`config.mk`:
```
export PLATFORM = sky130hd
export DESIGN_NAME = button_press_classifier_flat
export DESIGN_NICKNAME = d
export VERILOG_FILES = /design/src/hw/rtl/bpc_pkg.sv /design/src/hw/rtl/bpc_in_if.sv /design/src/hw/rtl/bpc_out_if.sv /design/src/hw/rtl/button_press_classifier.sv /design/src/flat_wrapper.sv
export VERILOG_INCLUDE_DIRS = /design/src /design/src/hw/rtl
export SDC_FILE = /design/constraint.sdc
export NUM_CORES = 1
export LEC_CHECK = 0
export BUFFER_PORTS_ARGS = -buffer_cell sky130_fd_sc_hd__buf_2
export CAP_MARGIN = 20
export CORE_MARGIN = 5
export CORE_UTILIZATION = 58
export CTS_BUF_LIST = sky130_fd_sc_hd__clkbuf_4 sky130_fd_sc_hd__clkbuf_8 sky130_fd_sc_hd__clkbuf_16
export DETAILED_ROUTE_END_ITERATION = 8
export GPL_TIMING_DRIVEN = 0
export PLACE_DENSITY = 0.79
export SYNTH_ARGS = -nofsm -noshare
export SYNTH_HDL_FRONTEND = slang
export SYNTH_SLANG_ARGS = --single-unit
```
`constraint.sdc`:
```
create_clock -name clk -period 3.65 [get_ports clk]
set_input_delay 0.73 -clock clk [delete_from_list [all_inputs] [get_ports clk]]
set_output_delay 0.73 -clock clk [all_outputs]
set_load 0.02 [all_outputs]
```
`src/hw/rtl/button_press_classifier_assert.svh`:
```
// Assertion macros for the button press classifier.
// Every macro expects a clock named clk and an active-low reset named arst_n in scope.
`ifndef BUTTON_PRESS_CLASSIFIER_ASSERT_SVH
`define BUTTON_PRESS_CLASSIFIER_ASSERT_SVH

// The consequent must hold in the same cycle as the antecedent.
`define BPC_ASSERT_IMP(label, ante, cons, msg) \
	label: assert property (@(posedge clk) disable iff (!arst_n) (ante) |-> (cons)) \
		else $error(msg);

// The consequent must hold in the cycle after the antecedent.
`define BPC_ASSERT_NEXT(label, ante, cons, msg) \
	label: assert property (@(posedge clk) disable iff (!arst_n) (ante) |=> (cons)) \
		else $error(msg);

// The condition must hold in every cycle outside reset.
`define BPC_ASSERT_ALWAYS(label, cond, msg) \
	label: assert property (@(posedge clk) disable iff (!arst_n) (cond)) \
		else $error(msg);

`endif

```
`src/hw/rtl/bpc_pkg.sv`:
```
package bpc_pkg;

	// Switch bank geometry.
	localparam int NUM_SWITCHES = 3;
	localparam int LEVEL_W      = 3;
	localparam int SCAN_N       = (NUM_SWITCHES < LEVEL_W) ? NUM_SWITCHES : LEVEL_W;
	localparam int SWITCH_W     = 2;

	// Field and register widths.
	localparam int KIND_W     = 2;
	localparam int PHASE_W    = 3;
	localparam int CNT_W      = 8;
	localparam int LIMIT_W    = 8;
	localparam int CFG_IDX_W  = 1;
	localparam int CFG_DATA_W = 8;

	// Limit values after reset.
	localparam logic [LIMIT_W-1:0] DEBOUNCE_LIMIT_RST = 8'd5;
	localparam logic [LIMIT_W-1:0] HOLD_LIMIT_RST     = 8'd75;
	localparam logic [CNT_W-1:0]   CNT_MAX            = '1;

	// Configuration register indexes.
	typedef enum logic [CFG_IDX_W-1:0] {
		CFG_DEBOUNCE_LIMIT = 1'b0,
		CFG_HOLD_LIMIT     = 1'b1
	} cfg_idx_t;

	// Reported event codes.
	typedef enum logic [KIND_W-1:0] {
		EV_NONE       = 2'd0,
		EV_SHORT      = 2'd1,
		EV_HOLD_START = 2'd2,
		EV_HOLD_END   = 2'd3
	} ev_kind_t;

	// Phase codes as they appear on the result channel.
	localparam logic [PHASE_W-1:0] PHASE_IDLE     = 3'd0;
	localparam logic [PHASE_W-1:0] PHASE_DEBOUNCE = 3'd1;
	localparam logic [PHASE_W-1:0] PHASE_WAIT     = 3'd2;
	localparam logic [PHASE_W-1:0] PHASE_HOLD     = 3'd3;
	localparam logic [PHASE_W-1:0] PHASE_PROC     = 3'd4;

	// Internal one-hot phase state.
	typedef enum logic [4:0] {
		PH_IDLE     = 5'b00001,
		PH_DEBOUNCE = 5'b00010,
		PH_WAIT     = 5'b00100,
		PH_HOLD     = 5'b01000,
		PH_PROC     = 5'b10000
	} phase_t;

	// Map the one-hot state to its external code.
	function automatic logic [PHASE_W-1:0] phase_code(input phase_t ph);
		logic [PHASE_W-1:0] code;
		case (ph)
			PH_DEBOUNCE: code = PHASE_DEBOUNCE;
			PH_WAIT:     code = PHASE_WAIT;
			PH_HOLD:     code = PHASE_HOLD;
			PH_PROC:     code = PHASE_PROC;
			default:     code = PHASE_IDLE;
		endcase
		return code;
	endfunction

endpackage

```
`src/hw/rtl/bpc_in_if.sv`:
```
interface bpc_in_if;

	logic                         valid;
	logic                         ready;
	logic [bpc_pkg::LEVEL_W-1:0]  switch_levels;

	modport source (output valid, output switch_levels, input ready);
	modport sink   (input valid, input switch_levels, output ready);

endinterface

```
`src/hw/rtl/bpc_out_if.sv`:
```
interface bpc_out_if;

	logic                         valid;
	logic                         ready;
	logic [bpc_pkg::KIND_W-1:0]   event_kind;
	logic [bpc_pkg::SWITCH_W-1:0] event_switch;
	logic [bpc_pkg::PHASE_W-1:0]  phase;

	modport source (output valid, output event_kind, output event_switch, output phase,
		input ready);
	modport sink   (input valid, input event_kind, input event_switch, input phase,
		output ready);

endinterface

```
`src/hw/rtl/button_press_classifier.sv`:
```
// Button press classifier: debounces a small bank of active-low switches and
// reports short presses, the start of a long hold and the release after a hold.
// Channels: in_ch carries one poll tick per beat (switch_levels, 0 = pressed);
// out_ch returns exactly one beat per tick with event_kind, event_switch and
// the phase after that tick. Both use valid/ready; a beat moves when both are high.
// Configuration: cfg_we writes cfg_wdata into the limit selected by cfg_index
// (0 debounce limit, 1 hold limit); write only while no tick is in flight.
// Result: registered; on out_ch in the cycle after the tick is accepted.
// Throughput: one tick per cycle while out_ch takes each result; the whole phase
// update is one level of logic between the state registers and the result register.
// Stalls: in_ch stays ready while the result register is empty or is being
// drained in the same cycle; a stalled receiver holds the result and the block
// takes no new tick until it moves.
// Reset: the machine returns to idle with switch 0 tracked, the press counter
// cleared, the limits at 5 and 75 and the result register empty.
`include "button_press_classifier_assert.svh"

module button_press_classifier (
	input  logic                                clk,
	input  logic                                arst_n,
	bpc_in_if.sink                              in_ch,
	bpc_out_if.source                           out_ch,
	input  logic                                cfg_we,
	input  logic [bpc_pkg::CFG_IDX_W-1:0]       cfg_index,
	input  logic [bpc_pkg::CFG_DATA_W-1:0]      cfg_wdata
);

	logic [bpc_pkg::LIMIT_W-1:0]  debounce_limit_q;
	logic [bpc_pkg::LIMIT_W-1:0]  hold_limit_q;
	bpc_pkg::phase_t              phase_q, phase_d;
	logic [bpc_pkg::SWITCH_W-1:0] tracked_q, tracked_d;
	logic [bpc_pkg::CNT_W-1:0]    cnt_q, cnt_d, cnt_inc;
	bpc_pkg::ev_kind_t            ev_d;
	logic                         down;
	logic                         accept;
	logic                         out_valid_q;
	logic [bpc_pkg::KIND_W-1:0]   kind_q;
	logic [bpc_pkg::SWITCH_W-1:0] switch_q;
	logic [bpc_pkg::PHASE_W-1:0]  phase_out_q;

	// Handshake: accept whenever the result register is free or draining.
	assign in_ch.ready = !out_valid_q || out_ch.ready;
	assign accept      = in_ch.valid && in_ch.ready;

	// Configuration writes.
	always_ff @(posedge clk or negedge arst_n) begin
		if (!arst_n) begin
			debounce_limit_q <= bpc_pkg::DEBOUNCE_LIMIT_RST;
			hold_limit_q     <= bpc_pkg::HOLD_LIMIT_RST;
		end else if (cfg_we) begin
			case (cfg_index)
				bpc_pkg::CFG_DEBOUNCE_LIMIT: debounce_limit_q <= cfg_wdata;
				bpc_pkg::CFG_HOLD_LIMIT:     hold_limit_q     <= cfg_wdata;
				default: ;
			endcase
		end
	end

	// Tracked switch level; an index past the bank reads as released.
	always_comb begin
		down = 1'b0;
		for (int i = 0; i < bpc_pkg::LEVEL_W; i++) begin
			if (tracked_q == bpc_pkg::SWITCH_W'(i)) begin
				down = !in_ch.switch_levels[i];
			end
		end
	end

	// Saturating press counter increment.
	assign cnt_inc = (cnt_q == bpc_pkg::CNT_MAX) ? cnt_q : cnt_q + 1'b1;

	// Next-state logic for one poll tick.
	always_comb begin
		phase_d   = phase_q;
		tracked_d = tracked_q;
		cnt_d     = cnt_q;
		ev_d      = bpc_pkg::EV_NONE;
		case (phase_q)
			bpc_pkg::PH_DEBOUNCE: begin
				cnt_d = cnt_inc;
				if (cnt_inc > debounce_limit_q) begin
					phase_d = down ? bpc_pkg::PH_WAIT : bpc_pkg::PH_IDLE;
				end
			end
			bpc_pkg::PH_WAIT: begin
				if (down) begin
					cnt_d = cnt_inc;
					if (cnt_inc > hold_limit_q) begin
						phase_d = bpc_pkg::PH_HOLD;
						ev_d    = bpc_pkg::EV_HOLD_START;
					end
				end else begin
					phase_d = bpc_pkg::PH_PROC;
				end
			end
			bpc_pkg::PH_HOLD: begin
				if (down) begin
					cnt_d = cnt_inc;
				end else begin
					phase_d = bpc_pkg::PH_IDLE;
					ev_d    = bpc_pkg::EV_HOLD_END;
				end
			end
			bpc_pkg::PH_PROC: begin
				phase_d = bpc_pkg::PH_IDLE;
				ev_d    = bpc_pkg::EV_SHORT;
			end
			default: begin
				// Idle: the lowest-numbered pressed switch wins, so scan from the top down.
				phase_d = bpc_pkg::PH_IDLE;
				for (int i = bpc_pkg::SCAN_N - 1; i >= 0; i--) begin
					if (!in_ch.switch_levels[i]) begin
						tracked_d = bpc_pkg::SWITCH_W'(i);
						cnt_d     = '0;
						phase_d   = bpc_pkg::PH_DEBOUNCE;
					end
				end
			end
		endcase
	end

	// Machine state advances on each accepted tick.
	always_ff @(posedge clk or negedge arst_n) begin
		if (!arst_n) begin
			phase_q   <= bpc_pkg::PH_IDLE;
			tracked_q <= '0;
			cnt_q     <= '0;
		end else if (accept) begin
			phase_q   <= phase_d;
			tracked_q <= tracked_d;
			cnt_q     <= cnt_d;
		end
	end

	// Result register valid flag.
	always_ff @(posedge clk or negedge arst_n) begin
		if (!arst_n) begin
			out_valid_q <= 1'b0;
		end else if (accept) begin
			out_valid_q <= 1'b1;
		end else if (out_ch.ready) begin
			out_valid_q <= 1'b0;
		end
	end

	// Result register payload.
	always_ff @(posedge clk) begin
		if (accept) begin
			kind_q      <= ev_d;
			switch_q    <= tracked_d;
			phase_out_q <= bpc_pkg::phase_code(phase_d);
		end
	end

	assign out_ch.valid        = out_valid_q;
	assign out_ch.event_kind   = kind_q;
	assign out_ch.event_switch = switch_q;
	assign out_ch.phase        = phase_out_q;

	// Checks on the machine and the result register.
	`BPC_ASSERT_ALWAYS(a_phase_onehot, $onehot(phase_q), "phase state is not one-hot")
	`BPC_ASSERT_IMP(a_hold_start_phase,
		out_valid_q && (kind_q == bpc_pkg::EV_HOLD_START), phase_out_q == bpc_pkg::PHASE_HOLD,
		"hold start reported outside the holding phase")
	`BPC_ASSERT_IMP(a_short_goes_idle,
		out_valid_q && (kind_q == bpc_pkg::EV_SHORT), phase_out_q == bpc_pkg::PHASE_IDLE,
		"short press reported without return to idle")
	`BPC_ASSERT_NEXT(a_accept_fills, accept, out_valid_q && (phase_out_q == bpc_pkg::phase_code(phase_q)),
		"accepted tick did not load the result register")

endmodule
```
`src/flat_wrapper.sv`:
```
// flat-port wrapper written by rule: the top's interface ports become plain ports
module button_press_classifier_flat 
  (clk, arst_n, cfg_we, cfg_index, cfg_wdata, in_ch_valid, in_ch_switch_levels, in_ch_ready, out_ch_valid, out_ch_event_kind, out_ch_event_switch, out_ch_phase, out_ch_ready);
  bpc_in_if in_ch_i ();
  bpc_out_if out_ch_i ();
  input  logic clk;
  input  logic arst_n;
  input  logic cfg_we;
  input  logic [bpc_pkg::CFG_IDX_W-1:0] cfg_index;
  input  logic [bpc_pkg::CFG_DATA_W-1:0] cfg_wdata;
  input wire logic [$bits(in_ch_i.valid)-1:0] in_ch_valid;
  input wire logic [$bits(in_ch_i.switch_levels)-1:0] in_ch_switch_levels;
  output wire logic [$bits(in_ch_i.ready)-1:0] in_ch_ready;
  output wire logic [$bits(out_ch_i.valid)-1:0] out_ch_valid;
  output wire logic [$bits(out_ch_i.event_kind)-1:0] out_ch_event_kind;
  output wire logic [$bits(out_ch_i.event_switch)-1:0] out_ch_event_switch;
  output wire logic [$bits(out_ch_i.phase)-1:0] out_ch_phase;
  input wire logic [$bits(out_ch_i.ready)-1:0] out_ch_ready;
  assign in_ch_i.valid = in_ch_valid;
  assign in_ch_i.switch_levels = in_ch_switch_levels;
  assign in_ch_ready = in_ch_i.ready;
  assign out_ch_valid = out_ch_i.valid;
  assign out_ch_event_kind = out_ch_i.event_kind;
  assign out_ch_event_switch = out_ch_i.event_switch;
  assign out_ch_phase = out_ch_i.phase;
  assign out_ch_i.ready = out_ch_ready;
  button_press_classifier u_core (.clk(clk), .arst_n(arst_n), .in_ch(in_ch_i), .out_ch(out_ch_i), .cfg_we(cfg_we), .cfg_index(cfg_index), .cfg_wdata(cfg_wdata));
endmodule
```
* After elaboration in Yosys (flattened, before gate mapping)
Index checks and enable logic that the tools add are counted.
** Storage, ports and cells
- Flip-flop bits (word level) :: 39
- Bits of input ports :: 17
- Output and inout port bits :: 9
- Logic and storage cells :: 69
** Cells by class
- Add/sub/neg operators :: 1
- Order comparisons :: 2
- Equality and inequality tests :: 13
- Mux-type cells :: 29
- Bitwise operators :: 2
- Reduce and logical (&&, ||, !) cells :: 13
** Operators with widths (number)
- two-way mux 8 bit :: 5
- one-hot mux 8 bit (3 select lines) :: 1
- two-way mux 2 bit :: 10
- two-way mux 5 bit :: 4
- one-hot mux 5 bit (4 select lines) :: 1
- greater-than comparator 8 bit :: 2
- one-hot mux 3 bit (4 select lines) :: 1
- == test 5 x 2 -> 1 bit, second input constant :: 2
- == test 5 x 3 -> 1 bit, second input constant :: 2
- == test 5 x 4 -> 1 bit, second input constant :: 2
- == test 5 bit, second input constant :: 2
- adder 8 x 1 -> 8 bit, second input constant :: 1
- == test 8 bit, second input constant :: 1
- one-hot mux 2 bit (3 select lines) :: 1
- two-way mux 1 bit :: 5
- != test 5 x 4 -> 1 bit, second input constant :: 1
- logical NOT 1 bit :: 4
- AND reduction 2 bit :: 2
- AND reduction 4 bit :: 1
- OR reduction 4 bit :: 1
- two-way mux 3 bit :: 1
- == test 2 x 1 -> 1 bit, second input constant :: 1
- == test 2 bit, second input constant :: 1
- logical NOT 2 bit :: 1
- 6 further kinds :: 7

* Longest topological paths before layout
Gate-level depths: netlist of the first run.
- Depth in word-level cells :: 9
- Gate-level depth with buffers :: 13
- Mapped depth without buffers :: 12

* Least setup slack after synthesis of the first run
No wires, ideal clock.
- Path kind :: register -> register
- Start :: register u_core.cnt_q[0] in the netlist's numbering
- End :: register u_core.phase_q[0]
- Library setup time :: 0.083 ns
- Arrival :: 2.794 ns
- Required time :: 3.567 ns
- Setup slack :: 0.772 ns
- Stages on the path, launching flop included :: 13
- Buffers on the path :: 1
- Clock period less this slack :: 2.878 ns
- Cell sequence :: dfrtp_1 ha_1 and3_1 clkbuf_1 nand3_1 nand4_1 xnor2_1 ha_1 a211oi_1 nor2_1 o31ai_1 nor3_1 o32a_1
** On the way
- Longest elaborated chain between the ends :: 6
- Elaborated cells between the ends (all ways) :: 9
- Those cells by class :: 1 x add/sub; 2 x order compare; 1 x eq/ne; 5 x mux
** RTL lines
- start: declaration :: line button_press_classifier.sv:32 : logic [bpc_pkg::CNT_W-1:0] cnt_q, cnt_d, cnt_inc;
- start signal: assignment :: line button_press_classifier.sv:131 : cnt_q <= cnt_d;
- adder 8 x 1 -> 8 bit / == test 8 bit (equally long branches) :: line button_press_classifier.sv:70 : assign cnt_inc = (cnt_q == bpc_pkg::CNT_MAX) ? cnt_q : cnt_q + 1'b1;
- two-way mux 8 bit (*) :: line button_press_classifier.sv:70
- greater-than comparator 8 bit :: line button_press_classifier.sv:88 : if (cnt_inc > hold_limit_q) begin
- two-way mux 5 bit :: line button_press_classifier.sv:88
- two-way mux 5 bit :: line button_press_classifier.sv:86 : if (down) begin
- one-hot mux 5 bit (4 select lines) (*) :: line button_press_classifier.sv:78 : case (phase_q)
- end signal: assignment :: line button_press_classifier.sv:125 : phase_q <= bpc_pkg::PH_IDLE;
- end signal: assignment :: line button_press_classifier.sv:129 : phase_q <= phase_d;
- end: declaration :: line button_press_classifier.sv:30 : bpc_pkg::phase_t phase_q, phase_d;
Every way passes the cells marked *; elsewhere a longest branch is shown, timed or not.
A chain may end at the register's enable or synchronous reset.

* Worst setup path after layout of the first run
Same ends and word-level chain as after synthesis.

==> parameters.txt, run 1 <==
Parameter                              Value

Final layout
  Final nets    just over 300
  Synth-to-layout area growth    11.8%
  Most used cells in the layout excluding fill and tap cells    buf_2 (29), dfrtp_1 (25), nand2_1 (24)
  Number of inserted diodes    0
  Filler instances    roughly 310
  Proportion of layout cells with a drive suffix above 1    0.227
  Most common cell after layout, fill and taps aside    buf_2

Power and ir drop
  Pleak    1.19 nW
  Sequential share of power    0.446
  Comb pwr share    0.323
  Pwr per Cell Area    around 480 nW/um2
  Final Power    roughly 0.0013 W
  Internal power    roughly 0.00084 W
  Net switching power    around 0.00042 W
  Clock share of power    0.231
  Switching fraction of total power    0.336
  IR drop worst, VDD    0.221 mV

Floorplanning
  Num rows    23
  Vert. Die Dim    73.7 um
  Number of top-level design ports    26
  Overall die width    ~74 um
  Die area    5430 um2
  Core Area    about 4000 um2
  Effective utilization at floorplan    0.592

Critical path
  Worst endpoint required time    between 3000 and 4000 ps
  Startpoint kind of the worst setup timing path    register
  Critical Setup Path Class    reg -> reg
  Startpoint of the worst-slack reg-to-reg timing path    u_core.cnt_q[0]
  Critical path startpoint    u_core.cnt_q[0]
  CP max FO    6
  Critical path capture point type    register
  Arrival time worst endpoint    about 3600 ps

Routing
  DR WL/cell    between 10 and 15 um
  Router iterations before antenna repair    4
  Routed vias    approximately 1900
  Drc violations    0
  Number of vias per cell    around 5.8
  Final wirelength    slightly below 5 mm
  Residual antenna-violating net count after detailed routing    0
  Violation count after the first detailed-routing iteration    ~160

Timing
  Setup TNS    0 ps
  Fin crit share    0.921
  Slew @ Worst Pin    696 ps
  Fin crit period    3360 ps
  RSZ-0062 raised after global routing    false
  Maximum operating frequency    about 300 MHz
  Final number of setup-violating endpoints    0
  Final number of max-transition violations    0
  Number of hold violations in the final report    0
  Setup skew after layout    roughly 4.6 ps
  Headroom to the max-slew limit    0.536

Yosys
  Synthesized netlist cell count    ~240
  Area share of fa/ha/maj cells after synthesis    0.0904
  Synth cell types    48
  Sequential-to-total area share from yosys stat    0.434
  Synthesized netlist net count    approximately 280
  Synthesized-area fraction occupied by and/or/nand/nor cells    0.179
  Fraction of the mapped netlist area in compound gates    0.179
  Post-synthesis xor/xnor area fraction    0.0223
  Portion of netlist area occupied by mux cells    0.0543
  Share of flip-flops with an asynchronous set or reset after synthesis    0.821
  Cell area after synthesis    2350 um2
  Dominant register cell in the synthesized netlist    dfrtp_1
  Top cell type's share of synthesized area    0.266
  Average size of a mapped cell    between 9 and 10 um2
  Number of enable-type register cells in the synthesized netlist    7
  Dominant combinational cell family by area after synthesis    compound AO/OA/AOI/OAI gates
  Flop and latch count out of synthesis    39
  Count of warnings emitted by yosys    0
  Ranking of synthesized cells by area    dfrtp_1 (27%), ha_1 (9.0%), edfxtp_1 (8.9%), dfstp_2 (7.8%), mux2_2 (4.8%)
  Synth area leader    dfrtp_1

Placement
  Detailed-placement wirelength estimate    ~3.6 mm
  Buffers on Ports    25
  Final weighted congestion in routability-driven placement    0.785

CTS
  Clk sinks    39
  Clock tree from TritonCTS    built
  Max Root-Sink Buffers    2
  Root cell of the clock tree    clkbuf_8
  H-tree levels    2
  Inserted Clock Buffers    5
  Number of buffers added to fix hold violations after cts    0
  Clock insertion delay at the later pin of the skew report    280 ps
  Register clock-pin slew on the reported worst setup and hold paths    ~70 ps
  Setup Buffers After CTS    0
  Total of cells resized after clock tree synthesis    0

Global routing
  Pin count of the biggest net entering global routing    33
  Aggregate global-route resource usage    0.199
  Vias in the first global route    ~1900
  Global-route congestion overflow total    0
  Wire length of the first global-routing pass    roughly 8.4 mm
  Initial antenna violation count    0

Status
  Result of the run    complete, no violations

Min path
  Path class of the lowest-slack min-delay path    in -> async

Job
  Count of maximum capacitance violations    0
## layout make-up
type,instances,area [um2],area share
Multi-Input combinational cell,180,1230,0.469
Timing Repair Buffer,25,125,0.0476
Inverter,17,63.8,0.0243
Clock inverter,1,5.00,0.00190
Tap cell,50,62.6,0.0238
Buffer,8,35.0,0.0133
Sequential cell,39,1020,0.388
Clock buffer,7,83.8,0.0319
## stage by stage
step / util / area [um2] / hold slack, ps / setup slack, ps / std cells
final: 0.662 / 2630 / 486 / 287 / 327
after global routing: 0.662 / 2630 / 540 / 21.3 / 327
after CTS: 0.662 / 2630 / 505 / 272 / 327
after detailed placement: 0.640 / 2540 / 494 / 316 / 319
after global placement: 0.640 / 2540 / 488 / 378 / 319
after floorplan: - / 2350 / 434 / 772 / 244
## power groups by stage
stage | logic, W | clock network [W] | registers, W
final | 0.000407 | 0.000292 | 0.000562
after global routing | 0.000461 | 0.000318 | 0.000569
after CTS | 0.000405 | 0.000298 | 0.000561
after detailed placement | 0.000402 | 0 | 0.000569
after global placement | 0.000388 | 0 | 0.000566
after floorplan | 0.000298 | 0 | 0.000569
## cell usage after synthesis, types with 5 or more instances
library cell	count
dfrtp_1	25
nand2_1	24
a21oi_1	17
ha_1	17
o21ai_0	17
inv_1	16
nor2_1	15
mux2_2	10
dfstp_2	7
edfxtp_1	7
nand3_1	7
a22o_1	6
nand4_1	6
nor3_1	6
a31oi_1	5
nor2b_1	5
## kinds of logic (layout without fill, tap and decap cells)
family                     after synthesis  in the layout
xor gates and xnor gates                 6              6
and+or+nand+nor                         82             82
buffers and inverters                   25             58
muxes                                   11             11
AOI/OAI and AO/OA                       64             64
adders and majority gates               17             17
DFF                                     39             39
## routing by layer
metal | track usage | vias to the layer above | share of wire
met5 | 0 | - | 0
met4 | 0.0704 | 0 | 0.013
met3 | 0.0424 | 10 | 0.043
met2 | 0.333 | 47 | 0.51
met1 | 0.252 | 886 | 0.43
li1 | - | 947 | -
## final timing paths
path | to | slack, ps | depth (start not counted)
setup reg to reg | u_core.phase_q[0] | 290 | 12
min in group clk | u_core.hold_limit_q[7] | 510 | 1
hold reg to reg | u_core.hold_limit_q[7] | 510 | 1
setup / recovery | u_core.phase_q[0] | 290 | 12
max in group asynchronous | u_core.cnt_q[3] | 2720 | 1
hold / removal | u_core.debounce_limit_q[5] | 490 | 1
## sequential cells by signal, summed over array words and instances (netlist names)
register and cells:
u_core.out_ch.valid 1, u_core.debounce_limit_q 8, u_core.out_ch.event_switch 2, u_core.tracked_q 2
u_core.cnt_q 8, u_core.out_ch.phase 3, u_core.phase_q 5, u_core.hold_limit_q 8
u_core.out_ch.event_kind 2
## critical path, cell delays in order (launching register included)
cell,delay (ps)
dfrtp_1,450
ha_1,280
and3_1,190
clkbuf_1,150
nand3_1,200
nand4_1,140
xnor2_1,320
ha_1,320
a211oi_1,210
nor2_1,80
o31ai_1,480
nor3_1,110
o32a_1,360
(Power assumes the default switching activity.)
==> inputs of run 2 (changes only) <==
Settings changed: PLACE_DENSITY 0.79 to 0.76.
==> parameters.txt, run 2 (synthesis results as in run 1) <==
Parameter                              Value

Timing
  Final number of max-transition violations    0
  Number of hold violations in the final report    0
  Slew @ Worst Pin    725 ps
  Maximum operating frequency    between 200 and 300 MHz
  Smallest setup slack after layout    303 ps
  Fin crit share    0.917
  Setup TNS    0 ps
  Fin crit period    roughly 3300 ps
  Headroom to the max-slew limit    0.517
  Min Hold Slack    487 ps
  RSZ-0062 raised after global routing    false
  Setup skew after layout    around 15 ps
  Final number of setup-violating endpoints    0

Routing
  Violation count after the first detailed-routing iteration    ~140
  Detail Route met3 WL    ~220 um
  Detailed-routed wire length on met2    approximately 2.5 mm
  M1 WL    around 2.2 mm
  Final wirelength    4.98 mm
  Residual antenna-violating net count after detailed routing    0
  DR WL/cell    between 15 and 20 um
  Drc violations    0
  Number of vias per cell    approximately 6
  Highest metal layer with signal wires    met4
  Routed vias    1921
  Router iterations before antenna repair    4

Critical path
  Critical path capture point type    register
  Crit-path leading delay family    compound AO/OA/AOI/OAI gates
  WP buf/inv    1
  Most common cell on crit path    ha_1
  Critical path cell sequence    ha_1 -> and3_1 -> clkbuf_1 -> nand3_1 -> nand4_1 -> xnor2_1 -> ha_1 -> a211oi_1 -> nor2_1 -> o31ai_2 -> nor3_1 -> o32a_1
  CP max FO    6
  Arrival time worst endpoint    ~3600 ps
  Largest stage delay, worst path    between 400 and 500 ps
  Worst endpoint required time    between 3000 and 4000 ps
  Startpoint kind of the worst setup timing path    register
  Slowest-stage cell, CP    dfrtp_1
  Critical Setup Path Class    reg -> reg

Min path
  Path class of the lowest-slack min-delay path    in -> async

Global routing
  Initial antenna violation count    0
  Global-route congestion overflow total    0
  Wire length of the first global-routing pass    8.14 mm
  Pin count of the biggest net entering global routing    33
  Vias in the first global route    1826
  Aggregate global-route resource usage    0.194

Power and ir drop
  Pwr per Cell Area    about 520 nW/um2
  Pleak    between 1 and 1.5 nW
  IR drop worst, VDD    0.299 mV

Final layout
  Most used cells in the layout excluding fill and tap cells    buf_2 (29), dfrtp_1 (25), nand2_1 (24)
  Sequential cell area in the final layout    just over 1000 um2
  Final nets    310
  Area taken by multi-input logic gates    about 1200 um2
  Non-filler instance count after layout    327
  Most common cell after layout, fill and taps aside    buf_2
  Synth-to-layout area growth    14.0%
  Proportion of layout cells with a drive suffix above 1    0.231
  Filler instances    330
  Largest registers    u_core.cnt_q: 8 flops, u_core.debounce_limit_q: 8 flops, u_core.hold_limit_q: 8 flops
  Post-layout utilization of the core    0.675
  Number of inserted diodes    0

Placement
  Pre-CTS WS    around 250 ps
  Buffers on Ports    25
  Final weighted congestion in routability-driven placement    slightly above 0.8
  Detailed-placement wirelength estimate    approximately 3.7 mm
  Cell count after placement    319

Floorplanning
  Die area    roughly 5400 um2
  Num rows    23
  Effective utilization at floorplan    0.592
  Vert. Die Dim    roughly 74 um
  Core Area    a little under 4000 um2
  Number of top-level design ports    26
  Overall die width    ~74 um

CTS
  Register clock-pin slew on the reported worst setup and hold paths    approximately 80 ps
  Clk sinks    39
  H-tree levels    2
  Root cell of the clock tree    clkbuf_8
  Inserted Clock Buffers    5
  Max Root-Sink Buffers    2
  Clock insertion delay at the later pin of the skew report    300 ps
  Clock tree from TritonCTS    built
  Setup Buffers After CTS    0

Job
  Count of maximum capacitance violations    0

Status
  Result of the run    complete, no violations
run 2: changes by cell type in the layout (fill, tap and decap cells not counted), sizes merged:
cell / previous run / this run
clkbuf: 11 / 10
clkinv: 2 / 1
bufinv: 0 / 2
run 2: power breakdown:
part,total (W),switching [W],internal (W)
Combinational,0.000413,0.000238,0.000175
Sequential,0.000562,0.0000474,0.000515
Clock,0.000432,0.000152,0.000281
run 2: per-stage QoR:
step / area [um2] / total power, W
2_1_floorplan: 2350 / 0.000867
3_3_place_gp: 2540 / 0.000955
3_5_place_dp: 2540 / 0.000977
4_1_cts: 2680 / 0.00141
5_1_grt: 2680 / 0.00149
6_report: 2680 / 0.00141
run 2: layout make-up:
type | instances | area share
flip-flops and latches | 39 | 0.380
multi-input cells | 180 | 0.462
repair buffers | 25 | 0.0467
plain buffers | 8 | 0.0131
well taps | 50 | 0.0233
clock buffers | 6 | 0.0285
inverters | 17 | 0.0238
clock inverters | 2 | 0.0224
run 2: routing by layer:
metal / vias up / track usage
met4: 0 / 0.0563
met1: 916 / 0.235
met3: 11 / 0.0410
met2: 47 / 0.343
li1: 947 / -
met5: - / 0
run 2: timing repair:
item | 4_1_cts | 5_1_grt
endpoints found under the setup margin | 0 | 4
gates resized for setup | 0 | 1
hold buffers | 0 | 0
run 2: path summary, 6_finish.rpt:
kind / end / slack [ps] / from / depth (start not counted)
setup / recovery: u_core.phase_q[0] / 300 / u_core.cnt_q[0] / 12
hold / removal: u_core.phase_q[4] / 490 / arst_n / 1
setup reg to reg: u_core.phase_q[0] / 300 / u_core.cnt_q[0] / 12
hold reg to reg: u_core.hold_limit_q[7] / 520 / u_core.hold_limit_q[7] / 1
max in group asynchronous: u_core.out_ch.valid / 2690 / arst_n / 1
min in group clk: u_core.hold_limit_q[7] / 520 / u_core.hold_limit_q[7] / 1
